## src/dijet_pkg.sv

```systemverilog
`default_nettype none
// ----------------------------------------------------------------------------
// dijet_pkg
// Shared types, constants and the jet cut function of the dijet event selector.
// ----------------------------------------------------------------------------
package dijet_pkg;

	// register indexes on the configuration port
	localparam logic [3:0] REG_MIN_PT          = 4'd0;
	localparam logic [3:0] REG_MAX_ABS_ETA     = 4'd1;
	localparam logic [3:0] REG_MAX_NHF         = 4'd2;
	localparam logic [3:0] REG_MAX_NEF         = 4'd3;
	localparam logic [3:0] REG_MIN_CHF         = 4'd4;
	localparam logic [3:0] REG_MAX_CEF         = 4'd5;
	localparam logic [3:0] REG_MIN_CONST       = 4'd6;
	localparam logic [3:0] REG_MIN_CHARGED_MUL = 4'd7;

	// |eta| < 2.4 in units of 1/256
	localparam logic [11:0] TRACKER_ABS_ETA_MAX = 12'd614;
	// pi and 2*pi in units of 1/1024
	localparam logic signed [14:0] PI_Q     = 15'sd3217;
	localparam logic signed [14:0] TWO_PI_Q = 15'sd6434;
	// |pi - |dphi|| < 1 rad  <=>  |dphi| > pi - 1024
	localparam logic [14:0] B2B_MIN_ABS_DPHI = 15'd2193;

	typedef struct packed {
		logic              vld;
		logic [15:0]       pt;
		logic signed [11:0] eta;
		logic signed [12:0] phi;
		logic [10:0]       neutral_hadron_frac;
		logic [10:0]       neutral_em_frac;
		logic [10:0]       charged_hadron_frac;
		logic [10:0]       charged_em_frac;
		logic [7:0]        constituent_count;
		logic [7:0]        charged_mult;
	} jet_t;

	// candidate handed along the chain; displaced marks a jet pushed down by a
	// higher one, which the next cell must take unconditionally
	typedef struct packed {
		jet_t jet;
		logic displaced;
	} cand_t;

	typedef struct packed {
		logic [15:0] min_pt;
		logic [10:0] max_abs_eta;
		logic [10:0] max_neutral_hadron_frac;
		logic [10:0] max_neutral_em_frac;
		logic [10:0] min_charged_hadron_frac;
		logic [10:0] max_charged_em_frac;
		logic [7:0]  min_constituents;
		logic [7:0]  min_charged_mult;
	} cfg_t;

	localparam cfg_t CFG_RESET = '{
		min_pt:                  16'd480,
		max_abs_eta:             11'd1280,
		max_neutral_hadron_frac: 11'd1024,
		max_neutral_em_frac:     11'd1024,
		min_charged_hadron_frac: 11'd0,
		max_charged_em_frac:     11'd1024,
		min_constituents:        8'd1,
		min_charged_mult:        8'd0
	};

	function automatic logic jet_passes(jet_t j, cfg_t c);
		logic [11:0] aeta;
		logic base;
		logic trk;
		aeta = j.eta[11] ? 12'(-j.eta) : 12'(j.eta);
		base = (j.pt > c.min_pt) && (aeta < {1'b0, c.max_abs_eta})
			&& (j.neutral_hadron_frac < c.max_neutral_hadron_frac)
			&& (j.neutral_em_frac < c.max_neutral_em_frac)
			&& (j.constituent_count > c.min_constituents);
		// charged cuts only inside the tracker acceptance
		trk = (aeta <= TRACKER_ABS_ETA_MAX);
		return base && (!trk || ((j.charged_em_frac < c.max_charged_em_frac)
			&& (j.charged_hadron_frac > c.min_charged_hadron_frac)
			&& (j.charged_mult > c.min_charged_mult)));
	endfunction

endpackage
`default_nettype wire

```

## src/dijet_event_selector_top.sv

```systemverilog
`default_nettype none
// ----------------------------------------------------------------------------
// dijet_event_selector_top
// Back-to-back dijet event selection over a stream of jets.
// ----------------------------------------------------------------------------
// Jets enter on the in_ channel, one per transfer, with last_jet marking the
// end of an event. A chain of two cells keeps the leading and second jet;
// a jet of zero momentum leaves them untouched. The transfer of the last jet
// snapshots both cells and empties them, so the next event may start in the
// very next cycle. One result per event leaves on the out_ channel through
// the registered snapshot, the cut stage and the output register.
// Throughput is one jet per cycle while no last jet is stalled, set by the
// single compare-and-shift step of the cell chain.
// A stalled receiver holds the result; jets that are not last keep flowing,
// and a last jet is stalled only when the snapshot stage and the stages
// behind it are all full and the receiver stalls. Configuration writes are
// taken every cycle (cfg_ready is tied high) and are meant for an idle block.
// Reset empties the chain and the pipeline and loads the default cuts.
// ----------------------------------------------------------------------------
module dijet_event_selector_top
	import dijet_pkg::*;
(
	input  wire logic               clk,
	input  wire logic               arst_n,
	input  wire logic               cfg_valid,
	output      logic               cfg_ready,
	input  wire logic [3:0]         cfg_index,
	input  wire logic [15:0]        cfg_data,
	input  wire logic               in_valid,
	output      logic               in_stall,
	input  wire logic [15:0]        jet_pt,
	input  wire logic signed [11:0] jet_eta,
	input  wire logic signed [12:0] jet_phi,
	input  wire logic [10:0]        neutral_hadron_frac,
	input  wire logic [10:0]        neutral_em_frac,
	input  wire logic [10:0]        charged_hadron_frac,
	input  wire logic [10:0]        charged_em_frac,
	input  wire logic [7:0]         constituent_count,
	input  wire logic [7:0]         charged_mult,
	input  wire logic               last_jet,
	output      logic               out_valid,
	input  wire logic               out_stall,
	output      logic               dijet_accept,
	output      logic [15:0]        lead_pt_out,
	output      logic [15:0]        second_pt_out
);

	cfg_t  cfg_q;
	cand_t lead_in;
	cand_t lead_out;
	jet_t  lead_held;
	jet_t  lead_upd;
	jet_t  second_held;
	jet_t  second_upd;
	logic  snap_ready;
	logic  in_xfer;
	logic  end_event;

	assign cfg_ready = 1'b1;

	always_ff @(posedge clk or negedge arst_n) begin
		if (!arst_n) begin
			cfg_q <= CFG_RESET;
		end else if (cfg_valid && cfg_ready) begin
			unique case (cfg_index)
				REG_MIN_PT:          cfg_q.min_pt                  <= cfg_data;
				REG_MAX_ABS_ETA:     cfg_q.max_abs_eta             <= cfg_data[10:0];
				REG_MAX_NHF:         cfg_q.max_neutral_hadron_frac <= cfg_data[10:0];
				REG_MAX_NEF:         cfg_q.max_neutral_em_frac     <= cfg_data[10:0];
				REG_MIN_CHF:         cfg_q.min_charged_hadron_frac <= cfg_data[10:0];
				REG_MAX_CEF:         cfg_q.max_charged_em_frac     <= cfg_data[10:0];
				REG_MIN_CONST:       cfg_q.min_constituents        <= cfg_data[7:0];
				REG_MIN_CHARGED_MUL: cfg_q.min_charged_mult        <= cfg_data[7:0];
				default: ;
			endcase
		end
	end

	// only a last jet needs room in the end-of-event pipeline
	assign in_stall  = last_jet && !snap_ready;
	assign in_xfer   = in_valid && !in_stall;
	assign end_event = in_xfer && last_jet;

	always_comb begin
		lead_in.jet.vld                 = (jet_pt != 16'd0);
		lead_in.jet.pt                  = jet_pt;
		lead_in.jet.eta                 = jet_eta;
		lead_in.jet.phi                 = jet_phi;
		lead_in.jet.neutral_hadron_frac = neutral_hadron_frac;
		lead_in.jet.neutral_em_frac     = neutral_em_frac;
		lead_in.jet.charged_hadron_frac = charged_hadron_frac;
		lead_in.jet.charged_em_frac     = charged_em_frac;
		lead_in.jet.constituent_count   = constituent_count;
		lead_in.jet.charged_mult        = charged_mult;
		lead_in.displaced               = 1'b0;
	end

	dijet_cell u_lead (
		.clk      (clk),
		.arst_n   (arst_n),
		.en       (in_xfer),
		.clr      (last_jet),
		.cand_in  (lead_in),
		.cand_out (lead_out),
		.held     (lead_held),
		.held_upd (lead_upd)
	);

	dijet_cell u_second (
		.clk      (clk),
		.arst_n   (arst_n),
		.en       (in_xfer),
		.clr      (last_jet),
		.cand_in  (lead_out),
		.cand_out (),
		.held     (second_held),
		.held_upd (second_upd)
	);

	dijet_cut u_cut (
		.clk           (clk),
		.arst_n        (arst_n),
		.cfg           (cfg_q),
		.snap_take     (end_event),
		.snap_lead     (lead_upd),
		.snap_second   (second_upd),
		.snap_ready    (snap_ready),
		.out_valid     (out_valid),
		.out_stall     (out_stall),
		.dijet_accept  (dijet_accept),
		.lead_pt_out   (lead_pt_out),
		.second_pt_out (second_pt_out)
	);

	a_second_needs_lead: assert property (@(posedge clk) disable iff (!arst_n)
		second_held.vld |-> lead_held.vld)
		else $error("second place filled without a leader");

	a_chain_order: assert property (@(posedge clk) disable iff (!arst_n)
		second_held.vld |-> second_held.pt <= lead_held.pt)
		else $error("second jet above leader");

	a_clear_on_last: assert property (@(posedge clk) disable iff (!arst_n)
		end_event |=> !lead_held.vld && !second_held.vld)
		else $error("jet state not cleared after last jet");

endmodule
`default_nettype wire

```

## src/dijet_cell.sv

```systemverilog
`default_nettype none
// ----------------------------------------------------------------------------
// dijet_cell
// One place of the top-two chain: keeps a jet, takes a higher or displaced
// candidate (any one while empty) and hands the loser on to the next cell.
// ----------------------------------------------------------------------------
module dijet_cell
	import dijet_pkg::*;
(
	input  wire logic  clk,
	input  wire logic  arst_n,
	input  wire logic  en,
	input  wire logic  clr,
	input  wire cand_t cand_in,
	output      cand_t cand_out,
	output      jet_t  held,
	output      jet_t  held_upd
);

	logic vld_q;
	jet_t jet_q;
	logic win;

	always_comb begin
		held     = jet_q;
		held.vld = vld_q;
	end

	assign win = cand_in.jet.vld
		&& (cand_in.displaced || !vld_q || (cand_in.jet.pt > jet_q.pt));

	always_comb begin
		if (win) begin
			held_upd           = cand_in.jet;
			cand_out.jet       = held;
			cand_out.displaced = 1'b1;
		end else begin
			held_upd = held;
			cand_out = cand_in;
		end
	end

	always_ff @(posedge clk or negedge arst_n) begin
		if (!arst_n) begin
			vld_q <= 1'b0;
		end else if (en) begin
			vld_q <= held_upd.vld && !clr;
		end
	end

	always_ff @(posedge clk) begin
		if (en) begin
			jet_q <= held_upd;
		end
	end

endmodule
`default_nettype wire

```

## src/dijet_cut.sv

```systemverilog
`default_nettype none
// ----------------------------------------------------------------------------
// dijet_cut
// End-of-event stage: snapshot of the two kept jets, quality cuts and the
// back-to-back azimuth test, with an output register toward the receiver.
// ----------------------------------------------------------------------------
module dijet_cut
	import dijet_pkg::*;
(
	input  wire logic        clk,
	input  wire logic        arst_n,
	input  wire cfg_t        cfg,
	input  wire logic        snap_take,
	input  wire jet_t        snap_lead,
	input  wire jet_t        snap_second,
	output      logic        snap_ready,
	output      logic        out_valid,
	input  wire logic        out_stall,
	output      logic        dijet_accept,
	output      logic [15:0] lead_pt_out,
	output      logic [15:0] second_pt_out
);

	logic        snap_v_s1;
	jet_t        lead_s1;
	jet_t        second_s1;

	logic        res_v_s2;
	logic        ok_s2;
	logic signed [14:0] dphi_s2;
	logic [15:0] lead_pt_s2;
	logic [15:0] second_pt_s2;

	logic        out_valid_q;
	logic        accept_q;
	logic [15:0] lead_pt_q;
	logic [15:0] second_pt_q;

	logic        ready_s2;
	logic        ready_out;
	logic signed [14:0] dphi_raw;
	logic signed [14:0] dphi_wrap;
	logic [14:0] dphi_abs;
	logic        accept_d;

	assign ready_out  = !out_valid_q || !out_stall;
	assign ready_s2   = !res_v_s2 || ready_out;
	assign snap_ready = !snap_v_s1 || ready_s2;

	// azimuth difference wrapped once into [-pi, pi]
	always_comb begin
		dphi_raw = 15'(lead_s1.phi) - 15'(second_s1.phi);
		if (dphi_raw > PI_Q) begin
			dphi_wrap = dphi_raw - TWO_PI_Q;
		end else if (dphi_raw < -PI_Q) begin
			dphi_wrap = dphi_raw + TWO_PI_Q;
		end else begin
			dphi_wrap = dphi_raw;
		end
	end

	assign dphi_abs = dphi_s2[14] ? 15'(-dphi_s2) : 15'(dphi_s2);
	assign accept_d = ok_s2 && (dphi_abs > B2B_MIN_ABS_DPHI);

	always_ff @(posedge clk or negedge arst_n) begin
		if (!arst_n) begin
			snap_v_s1   <= 1'b0;
			res_v_s2    <= 1'b0;
			out_valid_q <= 1'b0;
		end else begin
			if (snap_ready) begin
				snap_v_s1 <= snap_take;
			end
			if (ready_s2) begin
				res_v_s2 <= snap_v_s1;
			end
			if (ready_out) begin
				out_valid_q <= res_v_s2;
			end
		end
	end

	always_ff @(posedge clk) begin
		if (snap_ready && snap_take) begin
			lead_s1   <= snap_lead;
			second_s1 <= snap_second;
		end
		if (ready_s2) begin
			ok_s2 <= lead_s1.vld && second_s1.vld
				&& jet_passes(lead_s1, cfg) && jet_passes(second_s1, cfg);
			dphi_s2      <= dphi_wrap;
			lead_pt_s2   <= lead_s1.pt;
			second_pt_s2 <= second_s1.pt;
		end
		if (ready_out) begin
			accept_q    <= accept_d;
			lead_pt_q   <= accept_d ? lead_pt_s2 : 16'd0;
			second_pt_q <= accept_d ? second_pt_s2 : 16'd0;
		end
	end

	assign out_valid     = out_valid_q;
	assign dijet_accept  = accept_q;
	assign lead_pt_out   = lead_pt_q;
	assign second_pt_out = second_pt_q;

	a_reject_zero: assert property (@(posedge clk) disable iff (!arst_n)
		out_valid_q && !accept_q |-> lead_pt_q == 16'd0 && second_pt_q == 16'd0)
		else $error("rejected event with nonzero momentum");

	a_accept_order: assert property (@(posedge clk) disable iff (!arst_n)
		out_valid_q && accept_q |-> lead_pt_q >= second_pt_q && second_pt_q != 16'd0)
		else $error("accepted event with bad momentum order");

	a_s2_hold: assert property (@(posedge clk) disable iff (!arst_n)
		res_v_s2 && !ready_out |=> res_v_s2 && $stable(accept_d))
		else $error("result lost while output blocked");

endmodule
`default_nettype wire

```

## config.mk

```make
export PLATFORM = sky130hd
export DESIGN_NAME = dijet_event_selector_top
export DESIGN_NICKNAME = d
export VERILOG_FILES = /design/src/dijet_pkg.sv /design/src/dijet_event_selector_top.sv /design/src/dijet_cell.sv /design/src/dijet_cut.sv
export SDC_FILE = /design/constraint.sdc
export NUM_CORES = 1
export LEC_CHECK = 0
export ABC_AREA = 1
export BUFFER_PORTS_ARGS = -buffer_cell sky130_fd_sc_hd__buf_4
export CORE_MARGIN = 2
export CORE_UTILIZATION = 55
export DETAILED_ROUTE_END_ITERATION = 10
export PLACE_DENSITY_LB_ADDON = 0.12
export SLEW_MARGIN = 10
export SYNTH_ARGS = -nofsm -noshare
export SYNTH_HDL_FRONTEND = slang
export SYNTH_SLANG_ARGS = --single-unit
```

## constraint.sdc

```tcl
create_clock -name clk -period 44.4 [get_ports clk]
set_clock_uncertainty 0.15 [all_clocks]
set_input_delay 4.44 -clock clk [delete_from_list [all_inputs] [get_ports clk]]
set_output_delay 4.44 -clock clk [all_outputs]
set_load 0.01 [all_outputs]
```

==> results of run 1 <==
## logic make-up (layout without fill, tap and decap cells)
kind of cell	count (synthesis)	in the layout	synth area share
buf+inv	420	595	0.0574
flops	579	579	0.571
other cells	1	2	0.000126
fa+ha+maj	220	220	0.0930
xor+xnor	36	36	0.0115
simple gates	1537	1537	0.213
compound gates	287	287	0.0539
## area by class of cell
| class | instances | area, sq um |
|---|---|---|
| Clock inverter | 36 | 348 |
| Antenna cell | 1 | 2.50 |
| Inverter | 312 | 1180 |
| Tap cell | 696 | 871 |
| Sequential cell | 579 | 16900 |
| Fill cell | 4451 | 20300 |
| Multi-Input combinational cell | 2081 | 11100 |
| Clock buffer | 74 | 1600 |
| Timing Repair Buffer | 173 | 1320 |
## power breakdown
part / switching [mW] / leakage, nW / internal (mW)
logic: 0.265 / 8.59 / 0.142
registers: 0.0369 / 5.92 / 0.704
clock network: 0.208 / 0.961 / 0.295
## registers in the layout, indices dropped and copies added (netlist names)
register             flops
u_second.held          101
u_cut.dijet_accept       1
u_cut.second_pt_s2      16
u_cut.lead_pt_s2        16
u_cut.dphi_s2           15
u_cut.lead_pt_out       16
u_cut.snap_v_s1          1
u_cut.second_pt_out     16
u_cut.lead_s1          102
u_cut.second_s1        102
u_second.vld_q           1
cfg_q                   87
u_cut.res_v_s2           1
u_lead.vld_q             1
u_lead.held            101
u_cut.out_valid          1
u_cut.ok_s2              1
## worst min-delay path, stage by stage (launching register included)
cell and delay (ns):
dfrtp_1 0.32, inv_1 0.05, nand2_1 0.06
## layout by cell type, fill, tap and decap left out, drive strengths merged, types with 2 or more instances in the layout
cell / netlist / final
o21a: 2 / 2
o21ai: 124 / 124
nor2: 135 / 135
o211ai: 13 / 13
inv: 312 / 312
dfrtp: 82 / 82
a21boi: 3 / 3
xnor2: 11 / 11
ha: 219 / 219
clkinv: 0 / 27
nor3: 10 / 10
edfxtp: 487 / 487
a22o: 2 / 2
nand4: 24 / 24
clkbuf: 48 / 74
or2: 4 / 4
buf: 60 / 173
nor4: 5 / 5
dfstp: 10 / 10
a21o: 5 / 5
a21oi: 117 / 117
bufinv: 0 / 7
clkinvlp: 0 / 2
xor2: 25 / 25
nand3: 250 / 250
nand2: 1098 / 1098
nand3b: 9 / 9
o21bai: 3 / 3
a221oi: 2 / 2
a211oi: 3 / 3
o31ai: 6 / 6
o2111ai: 4 / 4
## worst max path at each step
stage	from	depth (start not counted)	slack, ns	endpoint
2_1_floorplan	out_stall	7	24.79	u_cut.lead_s1[0]$_DFFE_PP_
3_3_place_gp	jet_pt[3]	27	33.66	u_cut.second_s1[85]$_DFFE_PP_
3_5_place_dp	jet_pt[3]	27	33.56	u_cut.second_s1[79]$_DFFE_PP_
4_1_cts	out_stall	7	34.23	in_stall
5_1_grt	jet_pt[3]	27	33.57	u_second.held[76]$_DFFE_PP_
6_report	jet_pt[3]	27	34.16	u_cut.second_s1[79]$_DFFE_PP_
## routing by layer
metal  up-vias  track usage  share of wire
li1      10600            -              -
met4         0       0.0886          0.032
met1     10100        0.336           0.44
met5         -            0              0
met3       128       0.0339          0.053
met2       555        0.412           0.47
## stage by stage
step	util	setup WS, ns	cells	instance area [sq um]	hold slack, ns
2_1_floorplan	-	24.79	3080	29700	0.273
3_3_place_gp	0.585	33.66	3841	31400	0.280
3_5_place_dp	0.585	33.56	3841	31400	0.293
4_1_cts	0.622	34.23	3951	33300	0.307
5_1_grt	0.622	33.57	3951	33300	0.323
6_report	0.622	34.16	3952	33300	0.307
==> flow_summary.json, run 1 <==
{
  "r2r_end": "u_cut.second_s1[79]$_DFFE_PP_",
  "finalCritPeriodShare": 0.231,
  "clkLatencyLatePin_ns": 0.62,
  "crit_top_cell": "nand2_1",
  "syn_inst": 3080,
  "worstHoldEndpoint": "u_cut.out_valid$_DFFE_PN0P_",
  "overflow": 0,
  "ys_seq_area_frac": 0.571,
  "worst_r2r_startpoint": "u_lead.held[86]$_DFFE_PP_",
  "ctsResizeCount": 0,
  "dr.pass1.iters": 5,
  "synth_seq_cells": 579,
  "relSlewSlack": 0.174,
  "yosysTopAreaCell": "edfxtp_1",
  "hold_viol": 0,
  "core_sq_um": 53600,
  "syn_area_sq_um": 29700,
  "place_hpwl_mm": 45.4,
  "critPathKind": "primary input to flip-flop",
  "synth_cell_type_count": 52,
  "grt_max_degree": 191,
  "dieHeight_um": 236,
  "wl_per_cell_um": 17.3,
  "ys.flop_type": "edfxtp_1",
  "yosys_warnings": 0,
  "via_per_inst": 5.40,
  "drive_above_1_share": 0.101,
  "layout_min_cycle_time_ns": 10.24,
  "num_rows": 85,
  "clockBufferDepth": 3,
  "synth-edff-count": 487,
  "ctsHoldBuffers": 0,
  "gp_congestion": 0.912,
  "tightest_slew_ns": 1.24,
  "avgSynthCellArea_sq_um": 9.63,
  "fin_setup_tns_ns": 0,
  "critPathSlowestCell": "nand2_4",
  "cts-buffers-inserted": 59,
  "hp-class": "flip-flop to flip-flop",
  "die_w_um": 236,
  "antenna_found_initial": 0,
  "p_per_area_nw_per_um2": 49.5,
  "min_from": "u_cut.res_v_s2$_DFFE_PN0P_",
  "grt_usage": 0.248,
  "ys_top_cells_by_count": "nand2_1, edfxtp_1, inv_1",
  "async_flop_share": 0.159,
  "critPathLaunchType": "primary input",
  "finalMaxSlewViolations": 0,
  "required_ns": 44.60,
  "max_freq_mhz": 97.7,
  "cts_sinks": 579,
  "regToRegSetupSlack_ns": 37.67,
  "yosysMostFrequentCell": "nand2_1",
  "whs_path_depth": 2,
  "remaining_drc_errors": 0,
  "reg2reg_depth": 27,
  "numPortBuffers": 161,
  "drtAntennaViolNets": 0,
  "synth_area_leaders": "edfxtp_1, nand2_1, ha_1",
  "finalPower_mw": 1.65,
  "p_leak_nw": 15.5,
  "start_util": 0.553,
  "dieArea_sq_um": 55800,
  "cts-htree-levels": 2,
  "path_clk_slew_ns": 0.06,
  "rsz0062_at_grt": "false",
  "synth_fp_nets": 3427,
  "ios": 163,
  "ir_worst_vdd_mv": 0.0335,
  "nets": 3553,
  "cts_setup_buffers": 0,
  "drtIter0Drc": 1364,
  "grt_pass1_wl_mm": 111,
  "critical_path_arrival_ns": 10.44,
  "routed_wl_mm": 68.2,
  "crit_buf_inv": 3,
  "cpPeakStageDelay_ns": 0.89,
  "area_growth_pct": 12.3,
  "finalSetupViolCount": 0,
  "cap_viol_max_count": 0,
  "status": "completed",
  "cp-end-kind": "flip-flop",
  "vias": 21300,
  "tritoncts": "built",
  "cts-root-buf": "clkbuf_16",
  "netlist.area_leader.share": 0.493,
  "grt_pass1_vias": 21400,
  "cp_top_family": "simple AND/OR/NAND/NOR gates",
  "cp_max_fo": 106
}
Power figures use the tool's default switching activity.
==> run 2, diff against run 1 <==
Clock period 44.4 ns to 10.7 ns, I/O delays scaled along.
==> run 2 against run 1 <==
  * Sequential power grew to 4.1 times the previous value
  * Register-to-register slack worse by 33 ns
  * Combinational power grew to 4.1 times the previous value
  * Final area is 0.24% higher
  * Wire length is 0.73% higher
  * Worst setup slack worse by 30 ns
==> flow_summary.json, run 2 (synthesis gave the netlist of run 1 again) <==
{
  "cp_top_family": "simple AND/OR/NAND/NOR gates",
  "grt_usage": 0.248,
  "core_sq_um": 53600,
  "p_leak_nw": 15.5,
  "numPortBuffers": 161,
  "dr.max_layer_used": "met5",
  "place_ws_ns": 3.58,
  "cap_viol_max_count": 0,
  "layout_min_cycle_time_ns": 6.49,
  "die_w_um": 236,
  "wl_met2_mm": 32.6,
  "crit_top_cell": "nand2_1",
  "ctsHoldBuffers": 0,
  "nets": 3556,
  "start_util": 0.553,
  "max_freq_mhz": 154,
  "cp-end-kind": "flip-flop",
  "finalMaxSlewViolations": 0,
  "p_per_area_nw_per_um2": 206,
  "cpPeakStageDelay_ns": 0.97,
  "combPwrFrac": 0.245,
  "final_util": 0.623,
  "wl_per_cell_um": 17.4,
  "layout_commonest_cell": "nand2_1",
  "grt_pass1_wl_mm": 110,
  "critical_path_arrival_ns": 6.82,
  "cts-root-buf": "clkbuf_16",
  "gp_congestion": 0.892,
  "clockBufferDepth": 3,
  "hp-class": "primary input to async pin",
  "cts_sinks": 579,
  "num_rows": 85,
  "critPathSlowestCell": "buf_4",
  "finalNonFillerCells": 3959,
  "cts-buffers-inserted": 60,
  "ctsResizeCount": 0,
  "rsz0062_at_grt": "false",
  "routedLengthMet1_mm": 30.5,
  "antenna_found_initial": 1,
  "fin_setup_tns_ns": 0,
  "dr.pass1.iters": 5,
  "top_regs": "u_cut.lead_s1 (102), u_cut.second_s1 (102)",
  "tritoncts": "built",
  "status": "completed",
  "drtAntennaViolNets": 0,
  "worst_slack_ns": 4.21,
  "tightest_slew_ns": 1.10,
  "path_clk_slew_ns": 0.06,
  "drtIter0Drc": 1555,
  "p_switching_mw": 2.14,
  "relSlewSlack": 0.268,
  "p_int_mw": 4.74,
  "ir_worst_vdd_mv": 0.139,
  "clkLatencyLatePin_ns": 0.64,
  "routed_wl_mm": 68.7,
  "ios": 163,
  "power_frac_seq": 0.446,
  "route.met3.wl_mm": 3.85,
  "power_switching_share": 0.312,
  "cp_max_fo": 100,
  "clock_power_share": 0.309,
  "cts_setup_buffers": 0,
  "cts-htree-levels": 2,
  "remaining_drc_errors": 0,
  "whs_ns": 0.187,
  "grt_max_degree": 191,
  "finalSetupViolCount": 0,
  "critPathLaunchType": "primary input",
  "overflow": 0,
  "required_ns": 11.03,
  "dieArea_sq_um": 55800,
  "grt_pass1_vias": 21200,
  "worstPathCellList": "buf_4 > ha_1 > nand4_1 > nor3_1 > nand2_1 > o211ai_1 > nand2_1 > nand2_4 > buf_4 > nand3_1 > nand2_1 > ha_1 > nand2_1 > inv_1 > nand3_1 > nor2_1 > nand2_1 > nand4_1 > nand2_1 > nand3_1 > nand2_4 > buf_4 > nand2_1 > nand2_1",
  "hold_viol": 0,
  "drive_above_1_share": 0.105,
  "vias": 21400,
  "via_per_inst": 5.41,
  "dieHeight_um": 236,
  "place_hpwl_mm": 46.1,
  "area_growth_pct": 12.6,
  "dp_cells": 3843,
  "finalCritPeriodShare": 0.607,
  "crit_buf_inv": 4,
  "critPathKind": "primary input to flip-flop",
  "layout_common_cells": "nand2_1, edfxtp_1, inv_1"
}
[run 2: cell count changes in the layout (fill, tap and decap cells not counted), moves of 2 or more]
cell,delta
clkinv_1,-9
clkbuf_16,+6
bufinv_16,-4
clkinv_2,+4
buf_4,+3
clkinv_4,+2
inv_4,+2
[run 2: area by class of cell]
cell class / instances / area, sq um
tap: 696 / 871
clock buffer: 81 / 1760
antenna: 2 / 5.00
timing repair buffer: 175 / 1330
sequential: 579 / 16900
fill: 4407 / 20200
multi-input combinational: 2081 / 11100
clock inverter: 33 / 269
inverter: 312 / 1180
[run 2: power by group through the flow]
| stage | Sequential [mW] | Combinational (mW) | Clock (mW) |
|---|---|---|---|
| after floorplan | 3.08 | 1.24 | 0 |
| after global placement | 3.11 | 1.60 | 0 |
| after detailed placement | 3.11 | 1.68 | 0 |
| after CTS | 3.07 | 1.69 | 2.16 |
| after global routing | 3.11 | 1.95 | 2.25 |
| final | 3.07 | 1.68 | 2.12 |
[run 2: stage by stage]
step / total power, mW / cell area (sq um)
6_report: 6.88 / 33400
3_3_place_gp: 4.71 / 31400
4_1_cts: 6.93 / 33400
2_1_floorplan: 4.32 / 29700
3_5_place_dp: 4.80 / 31400
5_1_grt: 7.31 / 33400
[run 2: final timing paths]
check                           slack (ns)  depth (start not counted)                        from                       endpoint
worst min register to register        0.30                          2  u_cut.res_v_s2$_DFFE_PN0P_    u_cut.out_valid$_DFFE_PN0P_
max in group asynchronous             8.90                          2                      arst_n          cfg_q[40]$_DFFE_PN0P_
worst max-delay path                  4.21                         24                  jet_pt[15]  u_cut.second_s1[47]$_DFFE_PP_
worst min-delay path                  0.19                          1                      arst_n          cfg_q[82]$_DFFE_PN0P_
worst max register to register        4.35                         24   u_lead.held[99]$_DFFE_PP_  u_cut.second_s1[47]$_DFFE_PP_
min in group clk                      0.30                          2  u_cut.res_v_s2$_DFFE_PN0P_    u_cut.out_valid$_DFFE_PN0P_
[run 2: metal layers]
layer	GRT usage	vias up
li1	-	10600
met1	0.334	10200
met2	0.416	560
met3	0.0407	121
met4	0.0713	2
met5	0	-
